`src/sv/eihc_pkg.sv`:
```
// Package for the Ethernet/IPv4 header checker: status codes, byte offsets
// and result layout. No dependencies.
`timescale 1ns / 1ps

package eihc_pkg;

    // result status codes
    localparam logic [2:0] STAT_OK        = 3'd0;
    localparam logic [2:0] STAT_ETHERTYPE = 3'd1;
    localparam logic [2:0] STAT_VER_IHL   = 3'd2;
    localparam logic [2:0] STAT_CSUM      = 3'd3;
    localparam logic [2:0] STAT_TRUNC     = 3'd4;

    // frame layout, byte offsets from the destination MAC
    localparam int POS_W = 7;
    localparam logic [POS_W-1:0] POS_SRC_MAC   = 7'd6;
    localparam logic [POS_W-1:0] POS_ETYPE_HI  = 7'd12;
    localparam logic [POS_W-1:0] POS_ETYPE_LO  = 7'd13;
    localparam logic [POS_W-1:0] ETH_HDR_BYTES = 7'd14;
    localparam logic [POS_W-1:0] POS_MAX       = 7'd127;

    // offsets inside the IPv4 header
    localparam logic [POS_W-1:0] IP_CSUM_LO = 7'd11;
    localparam logic [POS_W-1:0] IP_SRC_LO  = 7'd12;
    localparam logic [POS_W-1:0] IP_DST_LO  = 7'd16;
    localparam logic [POS_W-1:0] IP_DST_END = 7'd20;

    localparam logic [7:0] ETYPE_HI_IPV4 = 8'h08;
    localparam logic [7:0] ETYPE_LO_IPV4 = 8'h00;
    localparam logic [3:0] IP_VERSION4   = 4'd4;
    localparam logic [3:0] IHL_MIN       = 4'd5;

    // result beat: status, dest MAC, src MAC, src IP, dest IP, IHL, pad
    localparam int RES_BITS  = 3 + 48 + 48 + 32 + 32 + 4;
    localparam int RES_BYTES = (RES_BITS + 7) / 8;
    localparam int RES_W     = RES_BYTES * 8;

endpackage

```
`src/sv/ethernet_ipv4_header_checker_top.sv`:
```
// Top level of the Ethernet/IPv4 header checker: byte parser, ones'
// complement checksum and result register. Depends on eihc_pkg.
`timescale 1ns / 1ps

//  channel | dir | ports                         | beat
//  --------+-----+-------------------------------+------------------------------
//  input   | in  | s_tvalid s_tready s_tdata s_tlast | one frame byte, tlast = end
//  result  | out | m_tvalid m_tready m_tdata     | one result per frame
//
//  One byte is taken every cycle; its parse, field capture and checksum add
//  (16-bit add plus end-around carry) settle in the same cycle, and a result
//  lands in the output register on the edge that accepts the byte.
//  Reset (aresetn low, synchronous) clears the parser state and m_tvalid.
//  The input stalls only while a result sits in the output register and the
//  sink holds m_tready low.

module ethernet_ipv4_header_checker_top
    import eihc_pkg::*;
(
    input  logic             aclk,
    input  logic             aresetn,
    input  logic             s_tvalid,
    output logic             s_tready,
    input  logic [7:0]       s_tdata,   // data_byte
    input  logic             s_tlast,   // frame_end
    output logic             m_tvalid,
    input  logic             m_tready,
    // [2:0] status, [50:3] dest_mac_addr, [98:51] src_mac_addr,
    // [130:99] src_ip_addr, [162:131] dest_ip_addr, [166:163] header_words,
    // [167] zero
    output logic [RES_W-1:0] m_tdata
);

    // parser state
    logic [POS_W-1:0] pos_reg, pos_next;
    logic             done_reg, done_next;
    logic [47:0]      dmac_reg, dmac_next;
    logic [47:0]      smac_reg, smac_next;
    logic [31:0]      sip_reg, sip_next;
    logic [31:0]      dip_reg, dip_next;
    logic [3:0]       ihl_reg, ihl_next;
    logic [15:0]      sum_reg, sum_next;
    logic [7:0]       hold_reg, hold_next;
    logic [15:0]      csum_reg, csum_next;

    // output register
    logic             m_valid_reg;
    logic [RES_W-1:0] m_data_reg;

    logic             s_fire;
    logic             res_valid;
    logic [2:0]       res_status;
    logic [POS_W-1:0] ip_off;
    logic [15:0]      word;
    logic [16:0]      sum_wide;
    logic [5:0]       last_hdr_off;

    assign s_tready = !m_valid_reg || m_tready;
    assign s_fire   = s_tvalid && s_tready;
    assign m_tvalid = m_valid_reg;
    assign m_tdata  = m_data_reg;

    assign ip_off       = pos_reg - ETH_HDR_BYTES;
    assign word         = {hold_reg, s_tdata};
    // offset of the last header byte: IHL*4-1
    assign last_hdr_off = {ihl_next - 4'd1, 2'b11};

    always_comb begin
        pos_next   = pos_reg;
        done_next  = done_reg;
        dmac_next  = dmac_reg;
        smac_next  = smac_reg;
        sip_next   = sip_reg;
        dip_next   = dip_reg;
        ihl_next   = ihl_reg;
        sum_next   = sum_reg;
        hold_next  = hold_reg;
        csum_next  = csum_reg;
        res_valid  = 1'b0;
        res_status = STAT_OK;
        sum_wide   = '0;

        if (!done_reg) begin
            if (pos_reg < POS_SRC_MAC) begin
                dmac_next = {dmac_reg[39:0], s_tdata};
            end else if (pos_reg < POS_ETYPE_HI) begin
                smac_next = {smac_reg[39:0], s_tdata};
            end else if (pos_reg == POS_ETYPE_HI) begin
                hold_next = s_tdata;
            end else if (pos_reg == POS_ETYPE_LO) begin
                if (hold_reg != ETYPE_HI_IPV4 || s_tdata != ETYPE_LO_IPV4) begin
                    res_valid  = 1'b1;
                    res_status = STAT_ETHERTYPE;
                end
            end else begin
                if (ip_off == '0) begin
                    ihl_next = s_tdata[3:0];
                    if (s_tdata[7:4] != IP_VERSION4 || s_tdata[3:0] < IHL_MIN) begin
                        res_valid  = 1'b1;
                        res_status = STAT_VER_IHL;
                    end
                end
                if (!ip_off[0]) begin
                    hold_next = s_tdata;
                end else begin
                    // checksum word itself counts as zero
                    if (ip_off == IP_CSUM_LO) begin
                        csum_next = word;
                        sum_wide  = {1'b0, sum_reg};
                    end else begin
                        sum_wide  = {1'b0, sum_reg} + {1'b0, word};
                    end
                    sum_next = sum_wide[15:0] + {15'd0, sum_wide[16]};
                end
                if (ip_off >= IP_SRC_LO && ip_off < IP_DST_LO) begin
                    sip_next = {sip_reg[23:0], s_tdata};
                end else if (ip_off >= IP_DST_LO && ip_off < IP_DST_END) begin
                    dip_next = {dip_reg[23:0], s_tdata};
                end
                if (!res_valid && ihl_next != '0
                        && ip_off == {1'b0, last_hdr_off}) begin
                    res_valid  = 1'b1;
                    res_status = (~sum_next == csum_next) ? STAT_OK : STAT_CSUM;
                end
            end

            if (!res_valid && s_tlast) begin
                res_valid  = 1'b1;
                res_status = STAT_TRUNC;
            end
            if (res_valid) begin
                done_next = 1'b1;
            end else if (pos_reg != POS_MAX) begin
                pos_next = pos_reg + 7'd1;
            end
        end
    end

    // parser state, advanced per accepted byte; tlast starts a new frame
    always_ff @(posedge aclk) begin
        if (!aresetn) begin
            pos_reg  <= '0;
            done_reg <= 1'b0;
            dmac_reg <= '0;
            smac_reg <= '0;
            sip_reg  <= '0;
            dip_reg  <= '0;
            ihl_reg  <= '0;
            sum_reg  <= '0;
            hold_reg <= '0;
            csum_reg <= '0;
        end else if (s_fire) begin
            if (s_tlast) begin
                pos_reg  <= '0;
                done_reg <= 1'b0;
                dmac_reg <= '0;
                smac_reg <= '0;
                sip_reg  <= '0;
                dip_reg  <= '0;
                ihl_reg  <= '0;
                sum_reg  <= '0;
                hold_reg <= '0;
                csum_reg <= '0;
            end else begin
                pos_reg  <= pos_next;
                done_reg <= done_next;
                dmac_reg <= dmac_next;
                smac_reg <= smac_next;
                sip_reg  <= sip_next;
                dip_reg  <= dip_next;
                ihl_reg  <= ihl_next;
                sum_reg  <= sum_next;
                hold_reg <= hold_next;
                csum_reg <= csum_next;
            end
        end
    end

    // result register: s_fire implies it is free or being drained
    always_ff @(posedge aclk) begin
        if (!aresetn) begin
            m_valid_reg <= 1'b0;
        end else if (m_tready || !m_valid_reg) begin
            m_valid_reg <= s_fire && res_valid;
        end
    end

    always_ff @(posedge aclk) begin
        if (s_fire && res_valid) begin
            m_data_reg <= {{(RES_W - RES_BITS){1'b0}}, ihl_next, dip_next, sip_next,
                           smac_next, dmac_next, res_status};
        end
    end

`ifndef SYNTHESIS
    // bytes after the result of a frame never produce a beat
    assert property (@(posedge aclk) disable iff (!aresetn)
        s_fire && done_reg |=> !m_tvalid)
        else $error("result produced after frame already reported");

    // end of frame always restarts the parser
    assert property (@(posedge aclk) disable iff (!aresetn)
        s_fire && s_tlast |=> pos_reg == '0 && !done_reg)
        else $error("parser not cleared after tlast");

    // a passing header always carries a legal IHL
    assert property (@(posedge aclk) disable iff (!aresetn)
        m_tvalid && m_tdata[2:0] == STAT_OK |-> m_tdata[166:163] >= IHL_MIN)
        else $error("ok status with short IHL");

    // a frame in progress without a result keeps counting bytes
    assert property (@(posedge aclk) disable iff (!aresetn)
        s_fire && !s_tlast && !done_reg && !res_valid && pos_reg != POS_MAX
        |=> pos_reg == $past(pos_reg) + 7'd1)
        else $error("byte position did not advance");
`endif

endmodule
```
`config.mk`:
```
export PLATFORM = sky130hd
export DESIGN_NAME = ethernet_ipv4_header_checker_top
export DESIGN_NICKNAME = d
export VERILOG_FILES = /design/src/sv/eihc_pkg.sv /design/src/sv/ethernet_ipv4_header_checker_top.sv
export SDC_FILE = /design/constraint.sdc
export NUM_CORES = 1
export LEC_CHECK = 0
export BUFFER_PORTS_ARGS = -buffer_cell sky130_fd_sc_hd__buf_2
export CAP_MARGIN = 5
export CORE_UTILIZATION = 32
export CTS_BUF_LIST = sky130_fd_sc_hd__clkbuf_2 sky130_fd_sc_hd__clkbuf_4 sky130_fd_sc_hd__clkbuf_8
export DETAILED_ROUTE_END_ITERATION = 8
export GPL_TIMING_DRIVEN = 1
export PLACE_DENSITY = 0.55
export SLEW_MARGIN = 20
export SYNTH_ARGS = -nofsm -noshare
export SYNTH_HDL_FRONTEND = slang
export SYNTH_SLANG_ARGS = --single-unit
```
`constraint.sdc`:
```
create_clock -name aclk -period 55.2 [get_ports aclk]
set_input_delay 11.04 -clock aclk [delete_from_list [all_inputs] [get_ports aclk]]
set_output_delay 11.04 -clock aclk [all_outputs]
set_load 0.01 [all_outputs]
```
==> impl_metrics.tcl, run 1 <==
set metrics [dict create \
    drc 0 \
    report.final.slew_viol_count 0 \
    fin_crit_ns 22.56 \
    path_common_cell "buf_2" \
    p_leak_nw 7.770 \
    fin_nets 1763 \
    syn_inst 1574 \
    status "finished, final reports clean" \
    rsz0062_at_grt "no" \
    drive_gt1_share_pct 28.49 \
    fmaxAchievable_ghz 0.04433 \
    cts_resized 0 \
    cp.arrival_ns 11.52 \
    yosys.cell_types.count 85 \
    hold_depth 2 \
    yosys-top-cells-count "249 x nor2_1, 213 x dfxtp_1, 195 x a22oi_1" \
    critPathMaxStageDelay_ns 0.21 \
    first_global_vias 12877 \
    crit_path_top_delay_cell "nand2b_1" \
    utilization_pct 37.77 \
    reg2regPathDepth 21 \
    vias 13104 \
    synthArstFlopShare_pct 0 \
    die_h_um 235.0 \
    synth.yosys.seq_area_share_pct 53.40 \
    place.gp.congestion 0.8732 \
    fillers 5276 \
    crit_family "buffers and inverters" \
    hold_path.class "flop to flop" \
    crit_cells 3 \
    syn_to_final_growth_pct 16.74 \
    yosys-top-cells-area "edfxtp_1 29%, dfxtp_1 25%, mux2_2 11%" \
    grt_antenna_before_repair 2 \
    reg2reg_to "m_tdata[0]" \
    cts_buffer_depth 3 \
    worst_pin_slew_ns 1.072 \
    cp-start-kind "input port" \
    cts_made_buffers 69 \
    met2_length_um 22860 \
    avgSynthCellArea_um2 11.04 \
    r2r_start "pos_reg[1]" \
    cts-root-buf "clkbuf_8" \
    maxSlewHeadroom_pct 28.39 \
    synth_edf_count 167 \
    grt_max_degree 168 \
    io_buffers 181 \
    finalSetupTns_ns 0 \
    hold_start "sip_reg[27]" \
    top_layer "met4" \
    insertion_delay_ns 0.63 \
    grt_pass1_wl_um 75890 \
    cts_setup_buffers 0 \
    ys.flop_type "dfxtp_1" \
    cp_max_fo 4 \
    vias_per_cell 5.297 \
    p_per_area_nw_per_um2 29.81 \
    rows 85 \
    die-area_um2 55230 \
    holdBufCountCts 0 \
    worstSetupEndpointType "output pin" \
    fp.coreArea_um2 53710 \
    fin_worst_skew_ns 0.02862 \
    avgRoutedWirePerCell_um 19.89 \
    synth_nets 1613 \
    synth_area_leader_cell "edfxtp_1" \
    drtIter0Drc 905 \
    dp_hpwl_um 30950 \
    ff2ff_setup_slack_ns 48.90 \
    dieWidth_um 235.0 \
    tritoncts "done" \
    path_buf_inv 2 \
    hold_violations 0 \
    crit_type "input port to output pin" \
    start_util_pct 32.35 \
    ys_warn_count 0 \
    clkSinkCount 380 \
    syn_area_um2 17380 \
    ir_worst_vdd_mv 0.01656 \
    setup_viol 0 \
    met1Wirelength_um 21720 \
    post-route-period-util_pct 40.86 \
    drt-total-wl_um 49200 \
    drt_pass1_iterations 5 \
    synth.top_cell.area_share_pct 28.86 \
    postRouteAntennaNets 0 \
    stdcell_count 2474 \
    synth.most_common_cell "nor2_1" \
    maxCapViolCount 0 \
    grt_usage_pct 17.45 \
    worstPathCellList "buf_2, nand2b_1, buf_2" \
    ys_seq_elements 380 \
    path_clk_slew_ns 0.05 \
    overflow 0 \
    holdPathEnd "sip_reg[27]" \
    routed-wl-met3_um 3144 \
    io_pins 183 \
    required_ns 44.16 \
    place_inst 2349 \
    largest_register_ff_count 167 \
    htreeDepth 3 \
]
[per-layer routing]
metal	up-vias	global-route usage, %
met5	-	0
met4	0	7.496
met3	86	4.547
met2	388	27.60
met1	6456	22.46
li1	6174	-
[how the worst max path moves through the flow]
stage,startpoint,end,slack [ns]
after floorplan,s_tdata[0],m_tdata[0],30.25
after global placement,m_tready,s_tready,32.65
after detailed placement,m_tready,s_tready,32.64
after CTS,m_tready,s_tready,32.64
after global routing,m_tready,s_tready,32.61
final,m_tready,s_tready,32.64
[cell type report]
cell class              instances  area (um2)  share of cell area, %
flip-flops and latches        380        9279                  45.74
multi-input cells            1062        7596                  37.45
clock buffers                 109        1319                  6.501
repair buffers                195        1023                  5.046
well taps                     696       870.8                  4.293
clock inverters                14       126.4                 0.6230
inverters                      16       65.06                 0.3207
diodes                          2       5.005                0.02467
[power breakdown]
group	switching [mW]	internal (mW)	leakage (nW)
clock network	0.118	0.157	0.766
registers	0.00168	0.298	3.33
logic	0.0228	0.00666	3.67
total	0.143	0.462	7.77
[logic make-up (layout without fill, tap and decap cells)]
group / count (synthesis) / count (layout) / share of synthesized area [%]
and+or+nand+nor: 437 / 437 / 11.47
muxes: 178 / 178 / 11.43
buffers and inverters: 132 / 334 / 3.060
xor gates and xnor gates: 66 / 66 / 3.809
DFF: 380 / 380 / 53.40
other: 1 / 3 / 0.02158
adders and majority gates: 26 / 26 / 1.915
AOI/OAI and AO/OA: 354 / 354 / 14.89
[worst register-to-register path, delay by kind of cell (launching register included)]
family                   cells  cell delay [ns]
AO/OA/AOI/OAI                7             1.87
AND/OR/NAND/NOR              8             1.62
adder cells (fa/ha/maj)      3             1.01
XOR/XNOR                     2             0.62
flip-flops                   1             0.53
buffers and inverters        1             0.35
[layout by cell type (no fill, tap or decap), types with 5 or more instances in the layout]
cell	count
mux2i_1	15
a211o_1	6
xor2_1	23
o211ai_1	8
xnor3_1	5
o21ai_1	9
dfxtp_1	213
and3_1	12
nand2b_1	9
edfxtp_1	167
xnor2_1	36
and2_1	9
inv_1	14
nand4_1	13
buf_4	13
clkbuf_4	29
a21o_1	6
a221oi_1	5
nor2_1	247
o21ai_0	19
a31oi_1	8
buf_2	181
a22oi_1	195
nand3_1	26
nor4_1	9
mux2_2	163
nor3_1	13
a21oi_1	39
a211oi_1	10
clkbuf_8	80
o21a_1	5
nand2_1	56
ha_1	25
[per-stage QoR]
step	setup slack, ns	power (mW)	hold WS (ns)	cell area (um2)
detailed placement	32.64	0.3356	0.4950	18830
global route	32.61	0.6305	0.5258	20280
CTS	32.64	0.6146	0.5088	20280
floorplan	30.25	0.3244	0.4716	17380
global placement	32.65	0.3354	0.4827	18830
finish	32.64	0.6046	0.5035	20280
Power figures use the tool's default switching activity.
==> run 2, diff against run 1 <==
Settings changed: PLACE_DENSITY 0.55 to 0.56.
Clock period 55.2 ns to 19.74 ns, I/O delays scaled along.
==> impl_metrics.tcl, run 2 (synthesized netlist as in run 1, its figures left out) <==
set metrics [dict create \
    fp.coreArea_um2 53710 \
    hold_violations 0 \
    cp_max_fo 10 \
    io_buffers 181 \
    drt_pass1_iterations 5 \
    cts_resized 0 \
    cts_made_buffers 69 \
    setup_viol 0 \
    cp-start-kind "input port" \
    p_leak_nw 7.787 \
    pwr-share-clk_pct 46.0 \
    place_inst 2351 \
    crit_path_top_delay_cell "nor4b_2" \
    syn_to_final_growth_pct 16.89 \
    power_frac_seq_pct 49.2 \
    cts-root-buf "clkbuf_8" \
    path_clk_slew_ns 0.06 \
    stdcell_count 2479 \
    vias 13198 \
    cts_buffer_depth 3 \
    p_sw_uw 407.6 \
    crit_type "input port to flop" \
    drc 0 \
    cts_setup_buffers 0 \
    drive_gt1_share_pct 28.23 \
    path_buf_inv 1 \
    fmaxAchievable_ghz 0.1142 \
    tritoncts "done" \
    first_global_vias 12971 \
    die-area_um2 55230 \
    cp.arrival_ns 9.12 \
    comb_power_share_pct 4.8 \
    overflow 0 \
    worst_pin_slew_ns 1.105 \
    rsz0062_at_grt "no" \
    finalSetupTns_ns 0 \
    maxCapViolCount 0 \
    dieWidth_um 235.0 \
    worstSetupEndpointType "flop" \
    insertion_delay_ns 0.63 \
    grt_max_degree 168 \
    hold_path.class "flop to flop" \
    ir_worst_vdd_mv 0.04802 \
    fin_crit_ns 8.755 \
    clkSinkCount 380 \
    required_ns 20.11 \
    p_int_mw 1.296 \
    report.final.slew_viol_count 0 \
    rows 85 \
    die_h_um 235.0 \
    worstPathCellList "buf_2, ha_1, fa_1, a21o_1, a221oi_2, nor2_2, o21ai_0, nand2_1, a21o_1, a21oi_1, nor2_1, ha_1, ha_1, nor2b_1, nand4_1, a211oi_1, nor4b_2, a31oi_1, nor2_1, xnor3_1, o41ai_1, a41oi_1, o311ai_1, o21ai_1" \
    avgRoutedWirePerCell_um 20.40 \
    p_per_area_nw_per_um2 83.90 \
    holdBufCountCts 0 \
    grt_pass1_wl_um 77890 \
    grt_usage_pct 18.03 \
    maxSlewHeadroom_pct 26.05 \
    io_pins 183 \
    crit_family "compound AO/OA/AOI/OAI gates" \
    drtIter0Drc 914 \
    status "finished, final reports clean" \
    utilization_pct 37.82 \
    grt_antenna_before_repair 1 \
    dp_hpwl_um 32530 \
    final_common_cell "nor2_1" \
    vias_per_cell 5.324 \
    mostFrequentLayoutCells "248 x nor2_1, 213 x dfxtp_1, 195 x a22oi_1" \
    place.gp.congestion 0.8640 \
    start_util_pct 32.35 \
    critPathMaxStageDelay_ns 0.43 \
    postRouteAntennaNets 0 \
    switching_share_pct 23.92 \
    post-route-period-util_pct 44.35 \
    drt-total-wl_um 50580 \
    htreeDepth 3 \
    fin_nets 1765 \
    largest_register_ff_count 167 \
    fin_worst_skew_ns 0.02873 \
    hold_slack_ns 0.5023 \
    path_common_cell "ha_1" \
]
## run 2: cell count changes in the layout (fill, tap and decap cells not counted), moves of 2 or more
cell and delta:
buf_4 +2, clkbuf_4 -5, clkinv_8 -2, inv_8 +2, clkinv_1 +7, clkinv_2 +2
inv_6 -2
## run 2: final cells by class
class                   instances  area (um2)
clock inverters                23       181.4
flip-flops and latches        380        9279
diodes                          1       2.502
well taps                     696       870.8
clock buffers                 104        1281
fillers                      5265       33400
inverters                      16       65.06
multi-input cells            1062        7592
repair buffers                197        1039
## run 2: power groups by stage
stage	combinational [mW]	clock, mW	sequential [mW]
after global placement	0.0819	0	0.855
after CTS	0.0822	0.810	0.839
after global routing	0.0876	0.845	0.839
after floorplan	0.0408	0	0.866
after detailed placement	0.0819	0	0.855
final	0.0810	0.784	0.839
## run 2: path summary, 6_finish.rpt
path                     start            to  slack (ns)  cells after the start
setup / recovery    s_tdata[0]    m_tdata[1]       10.99                     24
hold / removal    dmac_reg[44]  dmac_reg[44]        0.50                      2
setup reg to reg    pos_reg[1]    m_tdata[1]       13.58                     21
hold reg to reg   dmac_reg[44]  dmac_reg[44]        0.50                      2
## run 2: routing by layer
layer / global-route usage [%] / share of wire, % / vias to the layer above
met5: 0 / 0 / -
met4: 7.755 / 3.1 / 0
met3: 3.936 / 6.0 / 90
li1: - / - / 6179
met2: 28.44 / 46 / 422
met1: 23.75 / 45 / 6507
## run 2: metrics by stage
step	setup WS, ns	cell area [um2]	total power [mW]
final	10.99	20310	1.704
after CTS	11.00	20310	1.731
after global placement	10.44	18850	0.9370
after global routing	10.58	20310	1.772
after floorplan	1.884	17380	0.9070
after detailed placement	10.34	18850	0.9369
## run 2: worst reg2reg max path: cells and delay by family (launching register included)
kind,cells,cell delay (ns)
compound gates,7,1.73
flops,1,0.54
buf+inv,1,0.36
fa+ha+maj,3,1.02
xor+xnor,2,0.61
simple gates,8,1.66
==> run 3, diff against run 2 <==
Settings changed: ABC_AREA from default to 1, PLACE_DENSITY 0.56 to 0.55.
Clock period 19.74 ns to 8.8 ns, I/O delays scaled along.
==> impl_metrics.tcl, run 3 <==
set metrics [dict create \
    syn_inst 2208 \
    place.gp.congestion 0.9093 \
    cp-start-kind "flop" \
    hold_violations 0 \
    reg2reg_to "m_tdata[49]" \
    clkSinkCount 380 \
    required_ns 9.05 \
    dieWidth_um 237.6 \
    fin_nets 2398 \
    postPlaceCellArea_um2 19250 \
    htreeDepth 3 \
    syn_to_final_growth_pct 16.32 \
    synth_area_leader_cell "edfxtp_1" \
    fin_crit_ns 5.533 \
    avgRoutedWirePerCell_um 16.25 \
    report.final.slew_viol_count 0 \
    overflow 0 \
    stdcell_count 3151 \
    r2r_start "pos_reg[3]" \
    largest_register_ff_count 167 \
    avgSynthCellArea_um2 8.047 \
    first_global_vias 14100 \
    reg2regPathDepth 23 \
    worst_pin_slew_ns 1.080 \
    hold_slack_ns 0.4592 \
    crit_path_top_delay_cell "buf_4" \
    grt_antenna_before_repair 2 \
    synth.yosys.seq_area_share_pct 52.23 \
    rows 85 \
    ys.flop_type "dfxtp_1" \
    setup_viol 0 \
    yosys-top-cells-area "edfxtp_1 28%, dfxtp_1 24%, nand2_1 16%" \
    post-route-period-util_pct 62.87 \
    vias 15090 \
    yosys-top-cells-count "745 x nand2_1, 290 x a21oi_1, 213 x dfxtp_1" \
    holdBufCountCts 0 \
    cts_made_buffers 69 \
    synth_nets 2247 \
    io_pins 183 \
    ys_seq_elements 380 \
    final_cell_area_um2 20670 \
    maxCapViolCount 0 \
    synth.top_cell.area_share_pct 28.23 \
    finalSetupTns_ns 0 \
    vias_per_cell 4.789 \
    path_clk_slew_ns 0.06 \
    grt_usage_pct 17.90 \
    cts-root-buf "clkbuf_8" \
    synthArstFlopShare_pct 0 \
    crit_start "pos_reg[3]" \
    endpoint "m_tdata[49]" \
    grt_pass1_wl_um 79240 \
    fin_worst_skew_ns 0.04673 \
    die_h_um 237.6 \
    ff2ff_setup_slack_ns 3.27 \
    crit_cells 23 \
    critPathMaxStageDelay_ns 0.68 \
    drt-total-wl_um 51200 \
    die-area_um2 56470 \
    cp.arrival_ns 5.78 \
    postRouteAntennaNets 0 \
    cp_max_fo 79 \
    rsz0062_at_grt "no" \
    crit_family "simple AND/OR/NAND/NOR gates" \
    power_mw 3.810 \
    syn_area_um2 17770 \
    drt_pass1_iterations 5 \
    synth_edf_count 167 \
    io_buffers 181 \
    dp_hpwl_um 33750 \
    drtIter0Drc 1156 \
    fp.coreArea_um2 54350 \
    hold_path.class "flop to flop" \
    maxSlewHeadroom_pct 28.01 \
    p_per_area_nw_per_um2 184.3 \
    cts_buffer_depth 3 \
    final_common_cell "nand2_1" \
    num_antenna_cells 0 \
    drc 0 \
    grt_max_degree 127 \
    worstSetupEndpointType "flop" \
    cts_setup_buffers 0 \
    mostFrequentLayoutCells "744 x nand2_1, 290 x a21oi_1, 213 x dfxtp_1" \
    ir_worst_vdd_mv 0.08688 \
    hold_start "csum_reg[15]" \
    drive_gt1_share_pct 16.92 \
    yosys.cell_types.count 45 \
    cts_resized 0 \
    p_leak_nw 8.024 \
    ys_warn_count 0 \
    status "finished, final reports clean" \
    fillers 5532 \
    tritoncts "done" \
    crit_type "flop to flop" \
    insertion_delay_ns 0.65 \
    start_util_pct 32.69 \
    path_common_cell "nand2_1" \
    place_inst 3027 \
    synth.most_common_cell "nand2_1" \
    fmaxAchievable_ghz 0.1807 \
    worstPathCellList "nand3_2, nand2_1, nand2_1, nand2_1, inv_1, nor2_4, nand2_4, a21oi_1, nand2_1, o21ai_2, ha_1, nand2_1, nand2_1, nor3_1, nand3b_1, nor3_2, nand3_2, nand3_2, nand3_1, nand2_1, nand2_1, inv_6, buf_4" \
    path_buf_inv 3 \
]
==> run 3: changes by cell type after synthesis, sizes merged, moves of 124 or more <==
cell	change
a21oi	+250
a22oi	-195
inv	+161
mux2	-138
nand2	+709
nor2	-124
==> run 3: worst min path at each step <==
stage	to	slack, ns	cells past startpoint
2_1_floorplan	csum_reg[2]	0.44	2
3_3_place_gp	csum_reg[5]	0.45	2
3_5_place_dp	csum_reg[7]	0.45	2
4_1_cts	csum_reg[7]	0.46	2
5_1_grt	sip_reg[29]	0.48	2
6_report	csum_reg[15]	0.46	2
==> run 3: worst register-to-register path, stage by stage (launching register included) <==
cell and delay, ns:
dfxtp_1 0.58, nand3_2 0.16, nand2_1 0.09, nand2_1 0.05, nand2_1 0.35, inv_1 0.17, nor2_4 0.39, nand2_4 0.16
a21oi_1 0.23, nand2_1 0.10, o21ai_2 0.09, ha_1 0.27, nand2_1 0.07, nand2_1 0.05, nor3_1 0.17, nand3b_1 0.11
nor3_2 0.24, nand3_2 0.15, nand3_2 0.11, nand3_1 0.10, nand2_1 0.07, nand2_1 0.13, inv_6 0.60, buf_4 0.68
==> run 3: metal layers <==
layer / GRT usage, % / vias up / wire [um]
li1: - / 7555 / -
met1: 24.30 / 7059 / 23870
met2: 28.12 / 415 / 23350
met3: 3.472 / 61 / 2900
met4: 6.667 / 0 / 1080
met5: 0 / - / 0
==> run 3: cells by family after synthesis <==
group,synth area share [%]
buf+inv,6.570
simple gates,25.66
fa+ha+maj,1.873
xor+xnor,0.4437
compound gates,11.63
other cells,0.02111
mux,1.585
flops,52.23
==> run 3: power by group <==
part           total [mW]  switching, mW  leakage [nW]  internal (mW)
sequential           1.88         0.0150          3.32           1.87
clock                1.74          0.752         0.758          0.989
combinational       0.184          0.144          3.94         0.0401
==> run 3: through the flow <==
| stage | utilization, % | setup WS (ns) |
|---|---|---|
| after floorplan | - | 1.661 |
| after detailed placement | 35.41 | 3.094 |
| after global routing | 38.03 | 2.839 |
| after CTS | 38.03 | 3.302 |
| final | 38.03 | 3.267 |
| after global placement | 35.41 | 3.197 |
==> run 3: layout make-up <==
type	count	area (um2)	share of cell area, %
multi-input combinational	1535	7356	35.59
clock buffer	103	1236	5.981
inverter	179	683.2	3.305
timing repair buffer	194	1003	4.855
tap	739	924.6	4.474
sequential	380	9279	44.90
clock inverter	21	185.2	0.8960
